[config.mk]
export PLATFORM = sky130hd
export DESIGN_NAME = aesc_key_exp
export DESIGN_NICKNAME = d
export VERILOG_FILES = /design/src/aesc_pkg.sv /design/src/aesc_key_exp.sv
export SDC_FILE = /design/constraint.sdc
export NUM_CORES = 2
export LEC_CHECK = 0
export BUFFER_PORTS_ARGS = -buffer_cell sky130_fd_sc_hd__buf_2
export CAP_MARGIN = 20
export CORE_AREA = 2 2 572 574
export CTS_CLUSTER_DIAMETER = 40
export DETAILED_ROUTE_END_ITERATION = 16
export DIE_AREA = 0 0 574 576
export GPL_TIMING_DRIVEN = 0
export PLACE_DENSITY = 0.38
export SYNTH_ARGS = -nofsm -noshare
export SYNTH_HDL_FRONTEND = slang
export SYNTH_SLANG_ARGS = --single-unit
[constraint.sdc]
create_clock -name clk -period 27.6 [get_ports clk]
set_input_delay 2.76 -clock clk [delete_from_list [all_inputs] [get_ports clk]]
set_output_delay 2.76 -clock clk [all_outputs]
set_load 0.01 [all_outputs]
[src/aesc_pkg.sv]
// ----------------------------------------------------------------------------
// aesc_pkg
// Shared types, S-box tables and round transforms for the AES-128 core.
// ----------------------------------------------------------------------------
package aesc_pkg;

	localparam int NR = 10;

	typedef logic [127:0]        blk_t;
	typedef logic [NR:0][127:0]  rkeys_t;

	// register indexes of the configuration port
	typedef enum logic [1:0] {
		REG_KEY_HIGH = 2'd0,
		REG_KEY_LOW  = 2'd1
	} reg_idx_t;

	localparam logic [7:0] SBOX [256] = '{
		8'h63, 8'h7c, 8'h77, 8'h7b, 8'hf2, 8'h6b, 8'h6f, 8'hc5,
		8'h30, 8'h01, 8'h67, 8'h2b, 8'hfe, 8'hd7, 8'hab, 8'h76,
		8'hca, 8'h82, 8'hc9, 8'h7d, 8'hfa, 8'h59, 8'h47, 8'hf0,
		8'had, 8'hd4, 8'ha2, 8'haf, 8'h9c, 8'ha4, 8'h72, 8'hc0,
		8'hb7, 8'hfd, 8'h93, 8'h26, 8'h36, 8'h3f, 8'hf7, 8'hcc,
		8'h34, 8'ha5, 8'he5, 8'hf1, 8'h71, 8'hd8, 8'h31, 8'h15,
		8'h04, 8'hc7, 8'h23, 8'hc3, 8'h18, 8'h96, 8'h05, 8'h9a,
		8'h07, 8'h12, 8'h80, 8'he2, 8'heb, 8'h27, 8'hb2, 8'h75,
		8'h09, 8'h83, 8'h2c, 8'h1a, 8'h1b, 8'h6e, 8'h5a, 8'ha0,
		8'h52, 8'h3b, 8'hd6, 8'hb3, 8'h29, 8'he3, 8'h2f, 8'h84,
		8'h53, 8'hd1, 8'h00, 8'hed, 8'h20, 8'hfc, 8'hb1, 8'h5b,
		8'h6a, 8'hcb, 8'hbe, 8'h39, 8'h4a, 8'h4c, 8'h58, 8'hcf,
		8'hd0, 8'hef, 8'haa, 8'hfb, 8'h43, 8'h4d, 8'h33, 8'h85,
		8'h45, 8'hf9, 8'h02, 8'h7f, 8'h50, 8'h3c, 8'h9f, 8'ha8,
		8'h51, 8'ha3, 8'h40, 8'h8f, 8'h92, 8'h9d, 8'h38, 8'hf5,
		8'hbc, 8'hb6, 8'hda, 8'h21, 8'h10, 8'hff, 8'hf3, 8'hd2,
		8'hcd, 8'h0c, 8'h13, 8'hec, 8'h5f, 8'h97, 8'h44, 8'h17,
		8'hc4, 8'ha7, 8'h7e, 8'h3d, 8'h64, 8'h5d, 8'h19, 8'h73,
		8'h60, 8'h81, 8'h4f, 8'hdc, 8'h22, 8'h2a, 8'h90, 8'h88,
		8'h46, 8'hee, 8'hb8, 8'h14, 8'hde, 8'h5e, 8'h0b, 8'hdb,
		8'he0, 8'h32, 8'h3a, 8'h0a, 8'h49, 8'h06, 8'h24, 8'h5c,
		8'hc2, 8'hd3, 8'hac, 8'h62, 8'h91, 8'h95, 8'he4, 8'h79,
		8'he7, 8'hc8, 8'h37, 8'h6d, 8'h8d, 8'hd5, 8'h4e, 8'ha9,
		8'h6c, 8'h56, 8'hf4, 8'hea, 8'h65, 8'h7a, 8'hae, 8'h08,
		8'hba, 8'h78, 8'h25, 8'h2e, 8'h1c, 8'ha6, 8'hb4, 8'hc6,
		8'he8, 8'hdd, 8'h74, 8'h1f, 8'h4b, 8'hbd, 8'h8b, 8'h8a,
		8'h70, 8'h3e, 8'hb5, 8'h66, 8'h48, 8'h03, 8'hf6, 8'h0e,
		8'h61, 8'h35, 8'h57, 8'hb9, 8'h86, 8'hc1, 8'h1d, 8'h9e,
		8'he1, 8'hf8, 8'h98, 8'h11, 8'h69, 8'hd9, 8'h8e, 8'h94,
		8'h9b, 8'h1e, 8'h87, 8'he9, 8'hce, 8'h55, 8'h28, 8'hdf,
		8'h8c, 8'ha1, 8'h89, 8'h0d, 8'hbf, 8'he6, 8'h42, 8'h68,
		8'h41, 8'h99, 8'h2d, 8'h0f, 8'hb0, 8'h54, 8'hbb, 8'h16
	};

	localparam logic [7:0] INV_SBOX [256] = '{
		8'h52, 8'h09, 8'h6a, 8'hd5, 8'h30, 8'h36, 8'ha5, 8'h38,
		8'hbf, 8'h40, 8'ha3, 8'h9e, 8'h81, 8'hf3, 8'hd7, 8'hfb,
		8'h7c, 8'he3, 8'h39, 8'h82, 8'h9b, 8'h2f, 8'hff, 8'h87,
		8'h34, 8'h8e, 8'h43, 8'h44, 8'hc4, 8'hde, 8'he9, 8'hcb,
		8'h54, 8'h7b, 8'h94, 8'h32, 8'ha6, 8'hc2, 8'h23, 8'h3d,
		8'hee, 8'h4c, 8'h95, 8'h0b, 8'h42, 8'hfa, 8'hc3, 8'h4e,
		8'h08, 8'h2e, 8'ha1, 8'h66, 8'h28, 8'hd9, 8'h24, 8'hb2,
		8'h76, 8'h5b, 8'ha2, 8'h49, 8'h6d, 8'h8b, 8'hd1, 8'h25,
		8'h72, 8'hf8, 8'hf6, 8'h64, 8'h86, 8'h68, 8'h98, 8'h16,
		8'hd4, 8'ha4, 8'h5c, 8'hcc, 8'h5d, 8'h65, 8'hb6, 8'h92,
		8'h6c, 8'h70, 8'h48, 8'h50, 8'hfd, 8'hed, 8'hb9, 8'hda,
		8'h5e, 8'h15, 8'h46, 8'h57, 8'ha7, 8'h8d, 8'h9d, 8'h84,
		8'h90, 8'hd8, 8'hab, 8'h00, 8'h8c, 8'hbc, 8'hd3, 8'h0a,
		8'hf7, 8'he4, 8'h58, 8'h05, 8'hb8, 8'hb3, 8'h45, 8'h06,
		8'hd0, 8'h2c, 8'h1e, 8'h8f, 8'hca, 8'h3f, 8'h0f, 8'h02,
		8'hc1, 8'haf, 8'hbd, 8'h03, 8'h01, 8'h13, 8'h8a, 8'h6b,
		8'h3a, 8'h91, 8'h11, 8'h41, 8'h4f, 8'h67, 8'hdc, 8'hea,
		8'h97, 8'hf2, 8'hcf, 8'hce, 8'hf0, 8'hb4, 8'he6, 8'h73,
		8'h96, 8'hac, 8'h74, 8'h22, 8'he7, 8'had, 8'h35, 8'h85,
		8'he2, 8'hf9, 8'h37, 8'he8, 8'h1c, 8'h75, 8'hdf, 8'h6e,
		8'h47, 8'hf1, 8'h1a, 8'h71, 8'h1d, 8'h29, 8'hc5, 8'h89,
		8'h6f, 8'hb7, 8'h62, 8'h0e, 8'haa, 8'h18, 8'hbe, 8'h1b,
		8'hfc, 8'h56, 8'h3e, 8'h4b, 8'hc6, 8'hd2, 8'h79, 8'h20,
		8'h9a, 8'hdb, 8'hc0, 8'hfe, 8'h78, 8'hcd, 8'h5a, 8'hf4,
		8'h1f, 8'hdd, 8'ha8, 8'h33, 8'h88, 8'h07, 8'hc7, 8'h31,
		8'hb1, 8'h12, 8'h10, 8'h59, 8'h27, 8'h80, 8'hec, 8'h5f,
		8'h60, 8'h51, 8'h7f, 8'ha9, 8'h19, 8'hb5, 8'h4a, 8'h0d,
		8'h2d, 8'he5, 8'h7a, 8'h9f, 8'h93, 8'hc9, 8'h9c, 8'hef,
		8'ha0, 8'he0, 8'h3b, 8'h4d, 8'hae, 8'h2a, 8'hf5, 8'hb0,
		8'hc8, 8'heb, 8'hbb, 8'h3c, 8'h83, 8'h53, 8'h99, 8'h61,
		8'h17, 8'h2b, 8'h04, 8'h7e, 8'hba, 8'h77, 8'hd6, 8'h26,
		8'he1, 8'h69, 8'h14, 8'h63, 8'h55, 8'h21, 8'h0c, 8'h7d
	};

	// multiply by x in GF(2^8)
	function automatic logic [7:0] xt(input logic [7:0] a);
		xt = {a[6:0], 1'b0} ^ (a[7] ? 8'h1b : 8'h00);
	endfunction

	// byte i of a block, byte 0 in the top bits
	function automatic logic [7:0] get_byte(input blk_t b, input int i);
		get_byte = b[127 - 8*i -: 8];
	endfunction

	function automatic blk_t sub_bytes(input blk_t b, input logic inv);
		blk_t r;
		r = '0;
		for (int i = 0; i < 16; i++) begin
			r[127 - 8*i -: 8] = inv ? INV_SBOX[get_byte(b, i)] : SBOX[get_byte(b, i)];
		end
		sub_bytes = r;
	endfunction

	// byte r + 4c takes row r, column c
	function automatic blk_t shift_rows(input blk_t b, input logic inv);
		blk_t r;
		int   src;
		r = b;
		for (int row = 1; row < 4; row++) begin
			for (int c = 0; c < 4; c++) begin
				src = inv ? ((c - row + 4) % 4) : ((c + row) % 4);
				r[127 - 8*(row + 4*c) -: 8] = get_byte(b, row + 4*src);
			end
		end
		shift_rows = r;
	endfunction

	function automatic blk_t mix_columns(input blk_t b, input logic inv);
		blk_t       r;
		logic [7:0] a [4];
		logic [7:0] a2 [4];
		logic [7:0] a4 [4];
		logic [7:0] a8 [4];
		logic [7:0] m9 [4];
		logic [7:0] m11 [4];
		logic [7:0] m13 [4];
		logic [7:0] m14 [4];
		logic [7:0] m3 [4];
		r = '0;
		for (int c = 0; c < 4; c++) begin
			for (int k = 0; k < 4; k++) begin
				a[k]   = get_byte(b, 4*c + k);
				a2[k]  = xt(a[k]);
				a4[k]  = xt(a2[k]);
				a8[k]  = xt(a4[k]);
				m3[k]  = a2[k] ^ a[k];
				m9[k]  = a8[k] ^ a[k];
				m11[k] = a8[k] ^ a2[k] ^ a[k];
				m13[k] = a8[k] ^ a4[k] ^ a[k];
				m14[k] = a8[k] ^ a4[k] ^ a2[k];
			end
			for (int row = 0; row < 4; row++) begin
				if (inv) begin
					r[127 - 8*(4*c + row) -: 8] = m14[row] ^ m11[(row + 1) % 4]
						^ m13[(row + 2) % 4] ^ m9[(row + 3) % 4];
				end else begin
					r[127 - 8*(4*c + row) -: 8] = a2[row] ^ m3[(row + 1) % 4]
						^ a[(row + 2) % 4] ^ a[(row + 3) % 4];
				end
			end
		end
		mix_columns = r;
	endfunction

	// one cipher round; decrypt follows the plain inverse cipher order
	function automatic blk_t aes_round(input blk_t b, input blk_t key,
			input logic dec, input logic last);
		blk_t t;
		if (dec) begin
			t = sub_bytes(shift_rows(b, 1'b1), 1'b1) ^ key;
			if (!last) t = mix_columns(t, 1'b1);
		end else begin
			t = shift_rows(sub_bytes(b, 1'b0), 1'b0);
			if (!last) t = mix_columns(t, 1'b0);
			t = t ^ key;
		end
		aes_round = t;
	endfunction

	// next four schedule words from the previous four
	function automatic blk_t key_step(input blk_t w, input logic [7:0] rc);
		logic [31:0] rw;
		logic [31:0] t;
		logic [31:0] n0;
		logic [31:0] n1;
		logic [31:0] n2;
		logic [31:0] n3;
		rw = {w[23:0], w[31:24]};
		t  = {SBOX[rw[31:24]] ^ rc, SBOX[rw[23:16]], SBOX[rw[15:8]], SBOX[rw[7:0]]};
		n0 = w[127:96] ^ t;
		n1 = w[95:64] ^ n0;
		n2 = w[63:32] ^ n1;
		n3 = w[31:0] ^ n2;
		key_step = {n0, n1, n2, n3};
	endfunction

endpackage

[src/aesc_key_exp.sv]
// ----------------------------------------------------------------------------
// aesc_key_exp
// Key registers and the round-key expander, one round key per cycle.
// ----------------------------------------------------------------------------
module aesc_key_exp import aesc_pkg::*; (
	input  logic        clk,
	input  logic        arst_n,
	input  logic        cfg_we,
	input  logic [1:0]  cfg_index,
	input  logic [63:0] cfg_wdata,
	output rkeys_t      round_keys,
	output logic        busy
);

	typedef enum logic [2:0] {
		KS_LOAD = 3'b001,
		KS_RUN  = 3'b010,
		KS_IDLE = 3'b100
	} ks_state_t;

	ks_state_t   state_q;
	logic [63:0] key_high_q;
	logic [63:0] key_low_q;
	logic [3:0]  cnt_q;
	logic [7:0]  rc_q;
	blk_t        work_q;
	rkeys_t      rk_q;
	blk_t        next_w;
	logic        key_wr;

	assign key_wr = cfg_we && (cfg_index == REG_KEY_HIGH || cfg_index == REG_KEY_LOW);
	assign next_w = key_step(work_q, rc_q);

	// key registers and schedule sequencer
	always_ff @(posedge clk or negedge arst_n) begin
		if (!arst_n) begin
			state_q    <= KS_LOAD;
			key_high_q <= '0;
			key_low_q  <= '0;
			cnt_q      <= '0;
			rc_q       <= '0;
		end else if (key_wr) begin
			if (cfg_index == REG_KEY_HIGH) key_high_q <= cfg_wdata;
			else                           key_low_q  <= cfg_wdata;
			state_q <= KS_LOAD;
		end else begin
			case (state_q)
				KS_LOAD: begin
					cnt_q   <= 4'd1;
					rc_q    <= 8'h01;
					state_q <= KS_RUN;
				end
				KS_RUN: begin
					rc_q  <= xt(rc_q);
					cnt_q <= cnt_q + 4'd1;
					if (cnt_q == 4'(NR)) state_q <= KS_IDLE;
				end
				KS_IDLE: ;
				default: state_q <= KS_LOAD;
			endcase
		end
	end

	// schedule storage, no reset needed: rebuilt after every reset
	always_ff @(posedge clk) begin
		if (!key_wr && state_q == KS_LOAD) begin
			work_q   <= {key_high_q, key_low_q};
			rk_q[0]  <= {key_high_q, key_low_q};
		end else if (!key_wr && state_q == KS_RUN) begin
			work_q        <= next_w;
			rk_q[cnt_q]   <= next_w;
		end
	end

	assign round_keys = rk_q;
	assign busy       = (state_q != KS_IDLE);

endmodule

Yosys cells after proc, flatten, opt, wreduce, memory -nomap -nowiden
Memories as Yosys holds them, arrays and structs flattened.
Cells that the tools add are included.
Operators by class
  add/sub/neg operators: 1
  magnitude comparators: 6
  equality and inequality tests: 8
  muxes and demuxes: 21
  bitwise logic cells: 13
  reduce and logical (&&, ||, !) cells: 14
Operators with widths (number)
  $bwmux 1408: 1
  $mux 128: 5
  $demux 128 s4: 1
  $xor 32x32->32: 4
  $mux 8: 8
  $ge 9x9->1 const B: 4
  $not 8->9: 4
  $pmux 8 s2: 1
  $reduce_and 2->1: 5
  $pmux 3 s3: 1
  $pmux 4 s2: 1
  $xor 8x5->8: 1
  $xor 8x8->8: 1
  $mux 3: 2
  $ne 3x3->1 const B: 2
  $lt 4x5->1 const B: 1
  $mux 5: 1
  $add 4x1->4 const B: 1
  $eq 4x4->1 const B: 1
  $ge 4x1->1 const B: 1
  $logic_and 1x1->1: 4
  $reduce_bool 2->1: 2
  $eq 3x1->1 const B: 1
  $eq 3x2->1 const B: 1
  other kinds (7): 9
Word-level totals
  register bits after elaboration: 1679
  bits in read-only memories: 8192
  input bits: 69
  word-level logic and storage cells: 84
  memories: 4
Memory list
  (no name shown): words 256, bits a word 8, rd ports 1, clocked after Yosys merged registers in 0, write ports 0, line aesc_pkg.sv:182  | t = {SBOX[rw[31:24]] ^ rc, SBOX[rw[23:16]], SBOX[rw[15:8]], SBOX[rw[7:0]]};
  (no name shown): words 256, bits a word 8, rd ports 1, clocked after Yosys merged registers in 0, write ports 0, line aesc_pkg.sv:182
  (no name shown): words 256, bits a word 8, rd ports 1, clocked after Yosys merged registers in 0, write ports 0, line aesc_pkg.sv:182
  (no name shown): words 256, bits a word 8, rd ports 1, clocked after Yosys merged registers in 0, write ports 0, line aesc_pkg.sv:182

Logic depth before layout (Yosys ltp)
  depth after elaboration: 12
  depth in mapped cells: 16
  depth with buffers taken out: 12

Worst setup path before layout
No wires, ideal clock.
  path kind: input -> register
  start point: input cfg_we
  end point: register rk_q, in the netlist round_keys[128] (enable)
  data arrival time: 15334 ps
  required time: 26669 ps
  path slack: 11335 ps
  cell stages on the path: 4
  buffers on the path: 0
  cell sequence: nor2b_1 -> nor2_1 -> nand3b_1 -> nor4_1
On the way
  word-level cells in the longest chain between the ends: 5
  elaborated cells on any way between the ends: 6
Ends and longest elaborated chain
  from (decl): line aesc_key_exp.sv:8  | input logic cfg_we,
  $logic_and 1x1->1 *: line aesc_key_exp.sv:31  | assign key_wr = cfg_we && (cfg_index == REG_KEY_HIGH || cfg_index == REG_KEY_LOW);
  $logic_not 1->1 *: line aesc_key_exp.sv:66, aesc_key_exp.sv:69
  $logic_and 1x1->1: line aesc_key_exp.sv:66  | if (!key_wr && state_q == KS_LOAD) begin
  $not 1->1 (no line)
  $reduce_and 2->1 (no line) *
  to (signal, indexed assignment): line aesc_key_exp.sv:71  | rk_q[cnt_q] <= next_w;
  to (decl): line aesc_key_exp.sv:27  | rkeys_t rk_q;
Every way passes the cells marked *; elsewhere a longest branch is shown, timed or not.
A chain may end at the register's enable or synchronous reset.

Final worst setup path
  start point: register work_q[9]
  end point: register rk_q, in the netlist round_keys[23] (data pin)
On the way
  word-level cells in the longest chain between the ends: 11
Ends and longest elaborated chain
  from (decl): line aesc_key_exp.sv:26  | blk_t work_q;
  from (signal assigned): line aesc_key_exp.sv:67  | work_q <= {key_high_q, key_low_q};
  from (signal assigned): line aesc_key_exp.sv:70  | work_q <= next_w;
  $not 8->9 (not written as such): line aesc_pkg.sv:182
  $mem_v2 256x8
  $mux 8 (not written as such) (2 in a row): line aesc_pkg.sv:182
  $xor 32x32->32: line aesc_pkg.sv:183  | n0 = w[127:96] ^ t;
  named net next_w[119]: line aesc_key_exp.sv:28  | blk_t next_w;
  $xor 32x32->32: line aesc_pkg.sv:184  | n1 = w[95:64] ^ n0;
  $xor 32x32->32: line aesc_pkg.sv:185  | n2 = w[63:32] ^ n1;
  named net next_w[55]: line aesc_key_exp.sv:28
  $xor 32x32->32: line aesc_pkg.sv:186  | n3 = w[31:0] ^ n2;
  $bwmux 1408: line aesc_key_exp.sv:71
  $mux 128: line aesc_key_exp.sv:69  | end else if (!key_wr && state_q == KS_RUN) begin
  $mux 128: line aesc_key_exp.sv:66
The timed path passes the listed nets, and every way through them passes these cells. The select of a mux whose other input is x is not followed.

==> reports/metrics.csv <==
metric,value,unit
status,"finished, final reports clean",
gr ovfl total,0,
CP Cell Sequence,"clkbuf_1, buf_2, buf_2, inv_1, ha_1, clkbuf_1, nand2_1, nand3_1, a32o_1, o22ai_1, mux4_2, xor2_1, inv_1, xnor2_2, buf_8, xnor2_1, o21ai_0",
Die Y,576,um
"non-filler cells, final",11330,
Synth Flop Type,edfxtp_1,
"Cell Area, Synth",70640,um2
Crit. End Element,flip-flop,
top-area cell type share of the netlist area,0.6530,
Total Nets Final,6831,
All-Layer GR Usage,0.2402,
"count leader, synth",edfxtp_1,
# rows,210,
IO Port Bufs,1477,
Yosys cell types,108,
Critical Path AT,9.06,ns
slew at the pin closest to its max-slew limit,1.332,ns
# Post-CTS Setup Buffers,0,
Fmax achieved,0.1176,GHz
placed wire-length estimate,314900,um
RSZ-0062 raised after global routing,no,
Hold/Removal Path Class,reg -> reg,
crit-path max cell delay,0.78,ns
layout cells sized above 1,0.3977,
Vias/cell,4.807,
leading post-synthesis cells by cell area,"edfxtp_1 (65%), dfrtp_1 (5.0%), mux2_2 (3.1%), mux4_2 (2.4%), o21ai_0 (1.6%)",
Longest Clk Path Bufs,4,
Initial Util,0.2172,
die area,330600,um2
number of global-route vias before repair,53390,
CP Class,reg -> reg,
GPL Wtd Cong,0.9741,
post-synthesis net count,4838,
final WL,414500,um
reg2reg path depth,17,
"Gates resized, CTS repair",0,
root buf cell,clkbuf_16,
CP max-delay cell,o21ai_0,
Die W,574,um
worst-skew pair later-pin latency,0.91,ns
Area Growth Syn to Fin,37.41,%
initial antenna violation count,73,
pin count of the biggest net entering global routing,87,
max-slew violation count,0,
first-pass GRT wire length,535300,um
Seq cells post-synth,1679,
CTS tree,built,
CP Launch Type,flip-flop,
Fin. Hold Viols,0,
cts bufs inserted,296,
final worst path period need,8.501,ns
number of synthesized flops with an enable pin,1536,
clk_skew,0.07337,ns
syn avg cell area,15.00,um2
Post-Syn Instances,4709,
DRT Pass-1 Iters,6,
Core ar.,325300,um2
"Hold-fix buffers, CTS",0,
Via Count,54480,
Finish-stage setup viols,0,
dominant cell type by area after synthesis,edfxtp_1,
"Reg clk slew, reported paths",0.05,ns
Syn. warnings,0,
Synth async-reset ratio,0.08517,
CTS sink cnt,1679,
Max-slew headroom,0.1056,
post-route ant nets,0,
Critical Path RT,28.16,ns
# IOs,1478,
initial DRC count,5525,
CTS H-tree depth,5,
CP Max Fanout,11,
period utilization,0.3080,
routed len/inst,36.57,um
number of max-cap violations,0,
DRC viols,0,
"top cells by count, synth","edfxtp_1 (1536), nand2_1 (267), nor2_1 (223), o21ai_0 (219), a21oi_1 (217)",
Hold Path Depth,1,
post-synthesis sequential area ratio,0.7037,
DP Cell Count,10750,
## sequential cells by signal, indices dropped and copies added, names as in the netlist
signal	cells
rc_q	8
state_q	3
key_high_q	64
key_low_q	64
work_q	128
cnt_q	4
round_keys	1408
## cells in the final DEF, fill, tap and decap left out, types with 40 or more instances in the layout
master | netlist | final
xor2_1 | 51 | 40
a21oi_1 | 217 | 216
nor2_1 | 223 | 215
nor2b_1 | 85 | 85
nand2_1 | 267 | 267
xnor2_1 | 91 | 66
nor3_1 | 60 | 60
a31oi_1 | 50 | 50
mux4_2 | 75 | 75
mux2i_1 | 41 | 41
buf_8 | 0 | 54
mux2_2 | 195 | 195
nand2b_1 | 88 | 88
nand3_1 | 84 | 84
ha_1 | 60 | 60
clkbuf_16 | 0 | 298
a211oi_1 | 57 | 57
o21ai_0 | 219 | 219
buf_4 | 13 | 101
clkbuf_1 | 177 | 185
dfrtp_1 | 142 | 142
edfxtp_1 | 1536 | 1536
inv_1 | 98 | 97
buf_2 | 123 | 1602
and2_1 | 60 | 60
## worst max-delay path, delay by kind of cell (launching register included)
kind,cells,cell delay [ns]
XOR/XNOR,3,1.29
multiplexers,1,0.68
AND/OR/NAND/NOR,2,0.77
flip-flops,1,0.63
adder cells (fa/ha/maj),1,0.60
buffers and inverters,7,3.07
AO/OA/AOI/OAI,3,1.04
## per-layer routing
layer / global-route usage / routed length [um]
met4: 0.1050 / 20570
met5: 0 / 126
met3: 0.05543 / 31160
met2: 0.3954 / 195300
met1: 0.3006 / 167400
## logic make-up after synthesis
logic type,Yosys count,share of synthesized area
mux,313,0.06116
buf+inv,461,0.02864
compound gates,974,0.09319
flops,1679,0.7037
fa+ha+maj,60,0.01063
xor+xnor,179,0.02777
simple gates,1043,0.07494
## worst paths after layout
| kind | start | end | slack (ns) |
|---|---|---|---|
| max | work_q[9] | round_keys[23] | 19.10 |
| min | state_q[2] | state_q[0] | 0.50 |
| max reg2reg | work_q[9] | round_keys[23] | 19.10 |
| min reg2reg | state_q[2] | state_q[0] | 0.50 |
| max in group asynchronous | arst_n | key_high_q[32] | 24.75 |
| min in group asynchronous | arst_n | key_low_q[51] | 1.64 |
## through the flow
step | hold WS [ns] | util | setup WS (ns) | area [um2] | setup TNS, ns
6_report | 0.4979 | 0.2984 | 19.10 | 97060 | 0
5_1_grt | 0.5035 | 0.2982 | 19.04 | 96990 | 0
4_1_cts | 0.4831 | 0.2980 | 19.28 | 96930 | 0
3_5_place_dp | 0.4609 | 0.2670 | 19.31 | 86860 | 0
3_3_place_gp | 0.4518 | 0.2566 | -8.843 | 83470 | -3043.78
2_1_floorplan | 0.4355 | - | 11.34 | 70640 | 0
## final cells by class
type / instances / area (um2)
multi-input combinational: 2569 / 19330
inverter: 112 / 427.9
clock buffer: 339 / 7691
sequential: 1679 / 49700
clock inverter: 207 / 2377
fill: 33240 / 228200
timing repair buffer: 1695 / 10360
antenna: 38 / 95.09
tap: 4346 / 5438
buffer: 349 / 1637
Power is left out: the tool's default activity adds up to more than one toggle a clock period on the data nets, which glitch-free logic cannot reach.
